`src/rtl/core/apool_pkg.sv`:
```
// ----------------------------------------------------------------------------
// apool_pkg
// types and constants of the streaming average pooling unit
// ----------------------------------------------------------------------------
package apool_pkg;

  localparam int CFG_IDX_W  = 4;
  localparam int CFG_DATA_W = 9;

  localparam logic [CFG_IDX_W-1:0] CFG_STRIDE_ROWS = 4'd0;
  localparam logic [CFG_IDX_W-1:0] CFG_STRIDE_COLS = 4'd1;
  localparam logic [CFG_IDX_W-1:0] CFG_FRAME_ROWS  = 4'd2;
  localparam logic [CFG_IDX_W-1:0] CFG_FRAME_COLS  = 4'd3;
  localparam logic [CFG_IDX_W-1:0] CFG_PAD_TOP     = 4'd4;
  localparam logic [CFG_IDX_W-1:0] CFG_PAD_LEFT    = 4'd5;
  localparam logic [CFG_IDX_W-1:0] CFG_PAD_BOTTOM  = 4'd6;
  localparam logic [CFG_IDX_W-1:0] CFG_PAD_RIGHT   = 4'd7;

  typedef enum logic [9:0] {
    S_IDLE = 10'b00_0000_0001,
    S_CHK  = 10'b00_0000_0010,
    S_DIVR = 10'b00_0000_0100,
    S_DIVC = 10'b00_0000_1000,
    S_DIVH = 10'b00_0001_0000,
    S_DIVW = 10'b00_0010_0000,
    S_READ = 10'b00_0100_0000,
    S_CNT  = 10'b00_1000_0000,
    S_DIVS = 10'b01_0000_0000,
    S_EMIT = 10'b10_0000_0000
  } state_e;

  // handshake between the sequencer and the divider
  typedef struct packed {
    logic start;
    logic done;
  } div_ctrl_t;

endpackage

```
`src/rtl/core/apool_div.sv`:
```
// ----------------------------------------------------------------------------
// apool_div
// unsigned restoring divider, one quotient bit per cycle
// ----------------------------------------------------------------------------
module apool_div #(
  parameter int W = 21
) (
  input  logic                  clk_i,
  input  logic                  rst_ni,
  input  apool_pkg::div_ctrl_t  ctrl_i,
  output apool_pkg::div_ctrl_t  ctrl_o,
  input  logic [W-1:0]          dividend_i,
  input  logic [W-1:0]          divisor_i,
  output logic [W-1:0]          quotient_o,
  output logic [W-1:0]          remainder_o
);
  import apool_pkg::*;

  localparam int CNW = (W > 1) ? $clog2(W) : 1;

  logic           busy_q, done_q;
  logic [CNW-1:0] cnt_q;
  logic [W-1:0]   rem_q, quo_q, dvs_q;
  logic [W:0]     trial;
  logic           ge;

  assign trial = {rem_q, quo_q[W-1]} - {1'b0, dvs_q};
  assign ge    = !trial[W];

  always_ff @(posedge clk_i or negedge rst_ni) begin
    if (!rst_ni) begin
      busy_q <= 1'b0;
      done_q <= 1'b0;
      cnt_q  <= '0;
    end else begin
      done_q <= 1'b0;
      if (ctrl_i.start) begin
        busy_q <= 1'b1;
        cnt_q  <= CNW'(W - 1);
      end else if (busy_q) begin
        cnt_q <= cnt_q - 1'b1;
        if (cnt_q == '0) begin
          busy_q <= 1'b0;
          done_q <= 1'b1;
        end
      end
    end
  end

  always_ff @(posedge clk_i) begin
    if (ctrl_i.start) begin
      rem_q <= '0;
      quo_q <= dividend_i;
      dvs_q <= divisor_i;
    end else if (busy_q) begin
      rem_q <= ge ? trial[W-1:0] : {rem_q[W-2:0], quo_q[W-1]};
      quo_q <= {quo_q[W-2:0], ge};
    end
  end

  assign ctrl_o.start = 1'b0;
  assign ctrl_o.done  = done_q;
  assign quotient_o   = quo_q;
  assign remainder_o  = rem_q;

endmodule

```
`config.mk`:
```
export PLATFORM = sky130hd
export DESIGN_NAME = apool_div
export DESIGN_NICKNAME = d
export VERILOG_FILES = /design/src/rtl/core/apool_pkg.sv /design/src/rtl/core/apool_div.sv
export SDC_FILE = /design/constraint.sdc
export NUM_CORES = 1
export LEC_CHECK = 0
export ABC_AREA = 1
export BUFFER_PORTS_ARGS = -buffer_cell sky130_fd_sc_hd__buf_2
export CORE_ASPECT_RATIO = 1.75
export CORE_MARGIN = 5
export CORE_UTILIZATION = 45
export DETAILED_ROUTE_END_ITERATION = 8
export GPL_TIMING_DRIVEN = 0
export MAX_ROUTING_LAYER = met4
export PLACE_DENSITY = 0.68
export SYNTH_ARGS = -nofsm -noshare
export SYNTH_HDL_FRONTEND = slang
export SYNTH_SLANG_ARGS = --single-unit
```
`constraint.sdc`:
```
create_clock -name clk_i -period 2.45 [get_ports clk_i]
set_input_delay 0.245 -clock clk_i [delete_from_list [all_inputs] [get_ports clk_i]]
set_output_delay 0.245 -clock clk_i [all_outputs]
set_load 0.01 [all_outputs]
```
==> summary.md, run 1 <==
| Metric | Value |
|---|---|
| IO buf count | `87` |
| Least-Margin Pin Slew | `832 ps` |
| Crit path kind | `register to register` |
| DP HPWL | `8800 um` |
| Slew Viols, Final | `0` |
| DRT iter0 DRCs | `271` |
| Grt met3 use | `4.00%` |
| Mean post-synth cell area | `7.11 um^2` |
| H-tree depth | `3` |
| Place WS | `43.0 ps` |
| Post-synthesis sequential area ratio | `42.4%` |
| Post-Route WL | `11300 um` |
| Fin worst setup slack | `about 160 ps` |
| Most used cell along the critical path | `nand2_1` |
| #FFs+latches synth | `70` |
| Clock Latency Late Sink | `340 ps` |
| Most common cell after layout, fill and taps aside | `nand2_1` |
| Met2 Track Usage GR | `35.6%` |
| Die X | `between 80 and 90 um` |
| Grt ovf | `0` |
| Final instance area | `0.00531 mm^2` |
| Via count | `4054` |
| Via density | `4.80` |
| Final ANT Viol Nets | `0` |
| DR DRC count | `0` |
| Clk_skew | `6.58 ps` |
| Die area | `around 0.012 mm^2` |
| Setup_tns | `0 ps` |
| Startpoint types | `register` |
| Die Y | `140 um` |
| N_diodes | `0` |
| Clk sinks | `70` |
| Core Rows | `47` |
| Synthesized Nets | `roughly 700` |
| # IOs | `90` |
| CP Cell Sequence | `inv_1, ha_1, nand2_1, nor2_2, nand2_1, nor2_1, nand2_1, nand3_1, nand2_1, nand2_2, buf_4, o21ai_0` |
| Status | `completed` |
| Vias in the first global route | `4005` |
| Final Hold Viols | `0` |
| Initial Utilization | `a little under half` |
| Layout cell share with drive strength beyond 1 | `16.5%` |
| Pleak | `just under 3 nW` |
| Worst setup EP type | `register` |
| CTS tree | `built` |
| Filler instances | `925` |
| Global-route wire length before repair | `18200 um` |
| Peak supply drop | `0.448 mV` |
| Placed standard-cell area | `0.00496 mm^2` |
| Required time worst endpoint | `2520 ps` |
| Maximum root-to-sink buffer count | `2` |
| CP max stage cell | `ha_1` |
| Crit-path max cell delay | `between 300 and 400 ps` |
| Hold Path Class | `input pin to register` |
| Clk root buf | `clkbuf_16` |
| Period utilisation layout | `93.4%` |
| Worst path bufs/invs | `2` |
| Cts bufs inserted | `9` |
| Met1 GRT Util | `between 20% and 30%` |
| Count of max-cap constraint violations | `0` |
| Detail-routed net length per standard cell | `13.4 um` |
| CP delay by family, top | `simple AND/OR/NAND/NOR gates` |
| Reg clk slew, reported paths | `roughly 60 ps` |
| Most frequent cells in the layout | `nand2_1, inv_1, buf_2` |
| Layer with the highest usage | `met2` |
| Final Setup Violations | `0` |
| CORE AREA | `around 0.0095 mm^2` |
| Largest net degree at the start of global routing | `24` |
| Pwr Density | `around 1000 mW/mm^2` |
| Nets | `787` |
| Synth cell types | `29` |
| Arr. time, crit path | `2360 ps` |
| Min-delay src | `divisor_i[2]` |
| Post-synthesis cell count | `616` |
| RePlAce Congestion | `0.969` |
| Area grow syn2layout | `21.4%` |
| Fmax achieved | `around 440 MHz` |
| Relative slew slack | `44.5%` |
| Unrepaired setup endpoints after global routing | `no` |
| Maximum fanout along the worst path | `10` |
| Worst r2r src | `dvs_q[8]` |
| Synth Cell Area | `0.00438 mm^2` |
| Total track usage | `20.0%` |
| Fin crit period | `around 2300 ps` |
| Drt first pass iters | `4` |
| Initial antenna violation count | `0` |
| Yosys warning count | `0` |
| Worst Setup SP | `dvs_q[8]` |
-- cell families after synthesis --
group	count (synthesis)	share of synthesized area, %
xor+xnor	12	2.40
flops	70	42.4
compound gates	26	3.17
fa+ha+maj	24	7.03
buf+inv	124	11.7
simple gates	359	33.2
other cells	1	0.0857
-- state kept, by name (all words and copies together) (netlist names) --
name         count
busy_q           1
remainder_o     21
dvs_q           21
quotient_o      21
cnt_q            5
done_q           1
-- power breakdown --
part	switching (mW)	leakage, nW	internal, mW	total (mW)
clock	0.537	0.160	0.896	1.43
combinational	1.34	2.10	0.812	2.15
sequential	0.160	0.691	1.46	1.62
total	2.04	2.95	3.17	5.20
-- through the flow --
stage	std cells	power, mW	hold slack (ps)	util [%]
2_1_floorplan	616	3.14	-50.6	-
3_3_place_gp	825	3.71	87.3	52.4
3_5_place_dp	825	3.75	92.2	52.4
4_1_cts	842	5.20	65.8	55.9
5_1_grt	844	5.59	66.8	56.1
6_report	844	5.20	72.7	56.1
-- path summary, 6_finish.rpt --
check | end | slack, ps | cells after the start
worst max-delay path | quotient_o[0] | 160 | 12
worst min-delay path | dvs_q[2] | 70 | 1
worst max register to register | quotient_o[0] | 160 | 12
worst min register to register | cnt_q[3] | 490 | 1
max in group asynchronous | cnt_q[1] | 2030 | 2
min in group asynchronous | cnt_q[4] | 260 | 2
-- cell usage after synthesis --
library cell,count,area share (%)
nand2_1,263,23
nor3_1,6,0.69
o21ai_1,2,0.23
o21bai_1,3,0.51
ha_1,23,6.6
and2_1,1,0.14
a21oi_1,13,1.5
o22ai_1,1,0.14
clkbuf_1,7,0.60
conb_1,1,0.086
inv_1,110,9.4
buf_6,2,0.51
o21ai_0,7,0.80
dfrtp_1,7,4.0
nor2_2,1,0.14
fa_1,1,0.46
nand2_4,1,0.26
nor2_1,34,2.9
nand3b_1,2,0.34
nand2_2,4,0.57
nand4_1,6,0.86
xor2_1,4,0.80
buf_4,3,0.51
edfxtp_1,42,29
nand3_1,40,4.6
nor4_1,1,0.14
dfxtp_1,21,9.6
xnor2_1,8,1.6
clkbuf_8,2,0.63
-- layout make-up --
| class | instances | area [um^2] | share of cell area, % |
|---|---|---|---|
| Inverter | 110 | 413 | 7.77 |
| Buffer | 14 | 98.8 | 1.86 |
| Clock inverter | 7 | 96.3 | 1.81 |
| Multi-Input combinational cell | 422 | 2010 | 37.8 |
| Clock buffer | 9 | 225 | 4.24 |
| Timing Repair Buffer | 90 | 460 | 8.66 |
| Tap cell | 122 | 153 | 2.87 |
| Sequential cell | 70 | 1860 | 34.9 |
-- per-layer routing --
layer,up-vias,part of all wire [%]
met5,-,0
met4,0,3.8
met2,114,54
met3,30,4.7
li1,2096,-
met1,1814,38
-- repair_timing --
item                                    CTS  global route
resized for setup                         0             1
hold endpoints to repair                  7             0
endpoints found under the setup margin    0            11
setup buffers                             0             2
hold buffers                              1             0
(Power assumes the default switching activity.)
==> run 2, diff against run 1 <==
--- a/config.mk
+++ b/config.mk
@@ -9,11 +9,11 @@
 export BUFFER_PORTS_ARGS = -buffer_cell sky130_fd_sc_hd__buf_2
 export CORE_ASPECT_RATIO = 1.75
 export CORE_MARGIN = 5
-export CORE_UTILIZATION = 45
+export CORE_UTILIZATION = 50
 export DETAILED_ROUTE_END_ITERATION = 8
 export GPL_TIMING_DRIVEN = 0
 export MAX_ROUTING_LAYER = met4
-export PLACE_DENSITY = 0.68
+export PLACE_DENSITY = 0.74
 export SYNTH_ARGS = -nofsm -noshare
 export SYNTH_HDL_FRONTEND = slang
 export SYNTH_SLANG_ARGS = --single-unit
==> run 2 against run 1 <==
Fmax rose by 2.8%. Non-clock buffer count fell by 1. Wire length fell by 1.5%. Sequential power barely moved. Power rose by 1.7%. Clock skew fell by 3.0 ps. Critical path type unchanged. Largest power group unchanged.
==> summary.md, run 2 (synthesis gave the netlist of run 1 again) <==
| Metric | Value |
|---|---|
| Global-route wire length before repair | `18600 um (+2.0%)` |
| Nets | `786 (-0.13%)` |
| Final Setup Violations | `0 (unchanged)` |
| Arr. time, crit path | `2290 ps (-70 ps)` |
| Unrepaired setup endpoints after global routing | `no` |
| Reg clk slew, reported paths | `60 ps (about the same)` |
| Maximum root-to-sink buffer count | `2 (unchanged)` |
| Fin crit period | `2230 ps (-61.9 ps)` |
| CORE AREA | `0.00861 mm^2 (-9.0%)` |
| RePlAce Congestion | `0.931 (-4.0%)` |
| Fin worst setup slack | `225 ps (+61.9 ps)` |
| Die Y | `134 um (-4.8%)` |
| Least-Margin Pin Slew | `847 ps (+15.3 ps)` |
| Die X | `80.7 um (-4.5%)` |
| Clk sinks | `70 (unchanged)` |
| Slew Viols, Final | `0 (unchanged)` |
| Final ANT Viol Nets | `0 (unchanged)` |
| Place WS | `44.0 ps (+0.968 ps)` |
| Grt ovf | `0 (unchanged)` |
| H-tree depth | `3 (unchanged)` |
| Final Hold Viols | `0 (unchanged)` |
| Via count | `4045 (-0.22%)` |
| Hold Path Class | `input pin to register` |
| Required time worst endpoint | `2510 ps (about the same)` |
| Clk root buf | `clkbuf_16` |
| Area grow syn2layout | `22.1%` |
| Startpoint types | `register` |
| DR DRC count | `0 (unchanged)` |
| DRT iter0 DRCs | `221 (-18%)` |
| Status | `completed` |
| Core Rows | `45 (-4.3%)` |
| Util after Layout | `62.0% (+5.9 points)` |
| Clk_skew | `3.55 ps (-3.03 ps)` |
| # IOs | `90 (unchanged)` |
| Detail-routed net length per standard cell | `13.3 um (-0.82%)` |
| Filler instances | `837 (-9.5%)` |
| N_diodes | `0 (unchanged)` |
| Total track usage | `22.8% (+2.8 points)` |
| Crit path kind | `register to register` |
| Maximum fanout along the worst path | `10 (unchanged)` |
| Die area | `0.0108 mm^2 (-9.1%)` |
| Clock Latency Late Sink | `330 ps (about the same)` |
| Setup_tns | `0 ps (unchanged)` |
| Post-Place Cells | `820 (-0.61%)` |
| Initial antenna violation count | `0 (unchanged)` |
| Period utilisation layout | `90.8% (-2.5 points)` |
| DP HPWL | `8890 um (+1.0%)` |
| Count of max-cap constraint violations | `0 (unchanged)` |
| Drt first pass iters | `4 (unchanged)` |
| Pleak | `2.96 nW (+0.23%)` |
| Post-Layout Cell Count | `838 (-0.71%)` |
| Vias in the first global route | `4210 (+5.1%)` |
| Via density | `4.83 (+0.49%)` |
| Fmax achieved | `449 MHz (+2.8%)` |
| Layout cell share with drive strength beyond 1 | `16.6% (+0.16 points)` |
| IO buf count | `87 (unchanged)` |
| CTS tree | `built` |
| Peak supply drop | `0.650 mV (+45%)` |
| Most frequent cells in the layout | `nand2_1, inv_1, buf_2` |
| Largest net degree at the start of global routing | `24 (unchanged)` |
| Most common cell after layout, fill and taps aside | `nand2_1` |
| Cts bufs inserted | `9 (unchanged)` |
| Post-Route WL | `11100 um (-1.5%)` |
| Pwr Density | `990 mW/mm^2 (+1.1%)` |
| Worst setup EP type | `register` |
| Initial Utilization | `50.8% (+4.6 points)` |
| Relative slew slack | `43.5% (-1.0 points)` |
[run 2: final cells by class]
cell class / instances / area, um^2 / area share, %
multi-input cells: 422 / 2030 / 37.9
flip-flops and latches: 70 / 1860 / 34.8
repair buffers: 89 / 453 / 8.48
inverters: 110 / 413 / 7.73
clock buffers: 11 / 243 / 4.54
well taps: 117 / 146 / 2.74
clock inverters: 5 / 106 / 1.99
plain buffers: 14 / 98.8 / 1.85
[run 2: metal layers]
metal	share of wire, %	global-route usage [%]
met5	0	-
met4	1.8	7.52
met3	4.0	3.04
met2	56	42.6
met1	38	23.9
[run 2: power by group]
group | internal, mW | switching, mW
Clock | 1.02 | 0.502
Combinational | 0.806 | 1.34
Sequential | 1.46 | 0.163
[run 2: what timing repair did]
| action | CTS | global route |
|---|---|---|
| endpoints found under the setup margin | 0 | 11 |
| hold endpoints to repair | 7 | 0 |
| resized for setup | 0 | 5 |
| hold buffers | 1 | 0 |
| setup buffers | 0 | 1 |
[run 2: through the flow]
step,power (mW),hold slack (ps),area (um^2)
2_1_floorplan,3.14,-50.6,4380
3_3_place_gp,3.74,83.7,4960
3_5_place_dp,3.77,86.2,4960
4_1_cts,5.31,82.7,5320
5_1_grt,5.71,76.7,5340
6_report,5.29,90.7,5340
[run 2: worst paths after layout]
| path | startpoint | end | slack [ps] | depth (start not counted) |
|---|---|---|---|---|
| worst max-delay path | remainder_o[8] | quotient_o[0] | 220 | 11 |
| worst min register to register | remainder_o[13] | remainder_o[13] | 490 | 2 |
| worst max register to register | remainder_o[8] | quotient_o[0] | 220 | 11 |
| worst min-delay path | divisor_i[14] | dvs_q[14] | 90 | 1 |
| max in group asynchronous | rst_ni | busy_q | 2010 | 2 |
| min in group asynchronous | rst_ni | cnt_q[3] | 280 | 2 |
[run 2: critical path, cell delays in order (launching register included)]
cell	delay, ps
dfxtp_1	360
ha_1	390
nand2_1	180
nor2_2	160
nand2_1	70
nor2_1	80
nand2_1	90
nand3_1	130
nand2_1	80
nand2_2	100
buf_4	210
o21ai_0	90
==> run 3, diff against run 2 <==
==> constraint.sdc (replaced) <==
create_clock -name clk_i -period 2.4 [get_ports clk_i]
set_input_delay 0.24 -clock clk_i [delete_from_list [all_inputs] [get_ports clk_i]]
set_output_delay 0.24 -clock clk_i [all_outputs]
set_load 0.01 [all_outputs]
==> run 3 against run 2 <==
Count of clock-buffer cells in the layout unchanged. Sequential share of layout area down 0.18 points. Critical endpoint unchanged. Highest routed layer unchanged. Utilization up 0.32 points.
==> summary.md, run 3 (synthesis gave the netlist of run 1 again) <==
| Metric | Value |
|---|---|
| H-tree depth | `3 (unchanged)` |
| Relative slew slack | `43.9% (+0.48 points)` |
| Core Rows | `45 (unchanged)` |
| CTS tree | `built` |
| Unrepaired setup endpoints after global routing | `no` |
| Largest net degree at the start of global routing | `24 (unchanged)` |
| Clock Latency Late Sink | `330 ps (about the same)` |
| Count of max-cap constraint violations | `0 (unchanged)` |
| Slew Viols, Final | `0 (unchanged)` |
| Die area | `0.0108 mm^2 (unchanged)` |
| Worst setup EP type | `register` |
| Least-Margin Pin Slew | `840 ps (-7.23 ps)` |
| Hold Path Class | `input pin to register` |
| Most frequent cells in the layout | `nand2_1, inv_1, buf_2` |
| CORE AREA | `0.00861 mm^2 (unchanged)` |
| Vias in the first global route | `4210 (unchanged)` |
| DRT iter0 DRCs | `212 (-4.1%)` |
| Final Hold Viols | `0 (unchanged)` |
| Arr. time, crit path | `2240 ps (-50 ps)` |
| Power, Total | `5.43 mW (+2.6%)` |
| Period utilisation layout | `90.6% (-0.26 points)` |
| Nets | `787 (+0.13%)` |
| Required time worst endpoint | `2460 ps (-50 ps)` |
| Maximum root-to-sink buffer count | `2 (unchanged)` |
| Pwr Density | `1010 mW/mm^2 (+2.1%)` |
| DR DRC count | `0 (unchanged)` |
| Via count | `4028 (-0.42%)` |
| Drt first pass iters | `4 (unchanged)` |
| CP max stage cell | `ha_1` |
| Layout cell share with drive strength beyond 1 | `17.3% (+0.67 points)` |
| Die Y | `134 um (unchanged)` |
| Worst Setup SP | `dvs_q[7]` |
| Grt ovf | `0 (unchanged)` |
| Post-Route WL | `11100 um (about the same)` |
| # IOs | `90 (unchanged)` |
| N_diodes | `0 (unchanged)` |
| Fmax achieved | `460 MHz (+2.4%)` |
| Reg clk slew, reported paths | `60 ps (about the same)` |
| Clk sinks | `70 (unchanged)` |
| IO buf count | `87 (unchanged)` |
| Initial Utilization | `50.8% (unchanged)` |
| Peak supply drop | `0.664 mV (+2.1%)` |
| Global-route wire length before repair | `18600 um (unchanged)` |
| Startpoint types | `register` |
| Die X | `80.7 um (unchanged)` |
| Clk_skew | `3.05 ps (-0.502 ps)` |
| Min-delay src | `divisor_i[14]` |
| Via density | `4.80 (-0.54%)` |
| Most common cell after layout, fill and taps aside | `nand2_1` |
| Status | `completed` |
| Detail-routed net length per standard cell | `13.3 um (-0.16%)` |
| Filler instances | `835 (-0.24%)` |
| CP Cell Sequence | `inv_1, ha_1, nand2_2, inv_1, nand2_1, nand2_1, nand2_1, nand2_1, nand2_1, nand3_1, nand2_1, nand2_2, buf_4, o21ai_0` |
| CP delay by family, top | `simple AND/OR/NAND/NOR gates` |
| Pleak | `2.96 nW (about the same)` |
| Final Setup Violations | `0 (unchanged)` |
| Final instance area | `0.00537 mm^2 (+0.52%)` |
| Clk root buf | `clkbuf_16` |
| Fin crit period | `2170 ps (-51.8 ps)` |
| Worst r2r src | `dvs_q[7]` |
| Cts bufs inserted | `9 (unchanged)` |
| Area grow syn2layout | `22.7%` |
| Most used cell along the critical path | `nand2_1` |
| Maximum fanout along the worst path | `10 (unchanged)` |
| DP HPWL | `8890 um (unchanged)` |
| Total track usage | `22.8% (unchanged)` |
| Final ANT Viol Nets | `0 (unchanged)` |
| Crit-path max cell delay | `360 ps (-30 ps)` |
| Initial antenna violation count | `0 (unchanged)` |
| Worst path bufs/invs | `3 (+2)` |
| RePlAce Congestion | `0.931 (unchanged)` |
| Placed standard-cell area | `0.00496 mm^2 (unchanged)` |
| Crit path kind | `register to register` |
## run 3: cell types whose count changed in the layout (fill, tap and decap cells not counted)
cell	change
ha_1	-3
ha_2	+2
ha_4	+1
nand2_2	+1
buf_4	+1
nand2_1	-1
## run 3: path summary, 6_finish.rpt
check / slack, ps / cells past startpoint / to
max in group asynchronous: 1970 / 2 / cnt_q[1]
min: 90 / 1 / dvs_q[14]
max: 230 / 14 / quotient_o[0]
min reg2reg: 490 / 2 / remainder_o[13]
max reg2reg: 230 / 14 / quotient_o[0]
min in group asynchronous: 280 / 2 / cnt_q[0]
## run 3: cell type report
type	instances	area (um^2)	area share [%]
sequential	70	1860	34.6
buffer	14	98.8	1.84
timing repair buffer	90	460	8.57
tap	117	146	2.73
multi-input combinational	422	2050	38.1
clock inverter	5	106	1.98
clock buffer	11	243	4.52
inverter	110	413	7.69
## run 3: timing repair
action | CTS | global route
hold buffers | 1 | 0
endpoints found under the hold margin | 7 | 0
endpoints found under the setup margin | 0 | 17
setup buffers | 0 | 2
gates resized for setup | 0 | 9
## run 3: metrics by stage
stage / TNS (ps) / utilization (%) / worst slack, ps / instances / hold WS [ps]
3_3_place_gp: 0 / 57.6 / 68.2 / 820 / 78.7
2_1_floorplan: 0 / - / 452 / 616 / -55.6
5_1_grt: 0 / 62.3 / 6.84 / 839 / 71.7
4_1_cts: 0 / 61.7 / 18.9 / 837 / 77.7
3_5_place_dp: -6.73 / 57.6 / -1.01 / 820 / 81.2
6_report: 0 / 62.3 / 226 / 839 / 85.4
## run 3: power by group
group          switching (mW)  internal [mW]  total [mW]  leakage (nW)
logic                    1.37          0.847        2.21          2.10
clock network           0.513           1.05        1.56         0.166
registers               0.169           1.49        1.66         0.691
total                    2.05           3.38        5.43          2.96
## run 3: per-layer routing
metal	track usage, %	routed length, um	vias to the layer above
met5	-	0	-
met4	7.52	205	0
met3	3.04	373	13
met2	42.6	6230	79
met1	23.9	4320	1838
li1	-	-	2098
## run 3: worst register-to-register path, delay by kind of cell (launching register included)
kind / cells / cell delay [ps]
flops: 1 / 330
buf+inv: 3 / 330
fa+ha+maj: 1 / 360
compound gates: 1 / 90
simple gates: 9 / 800
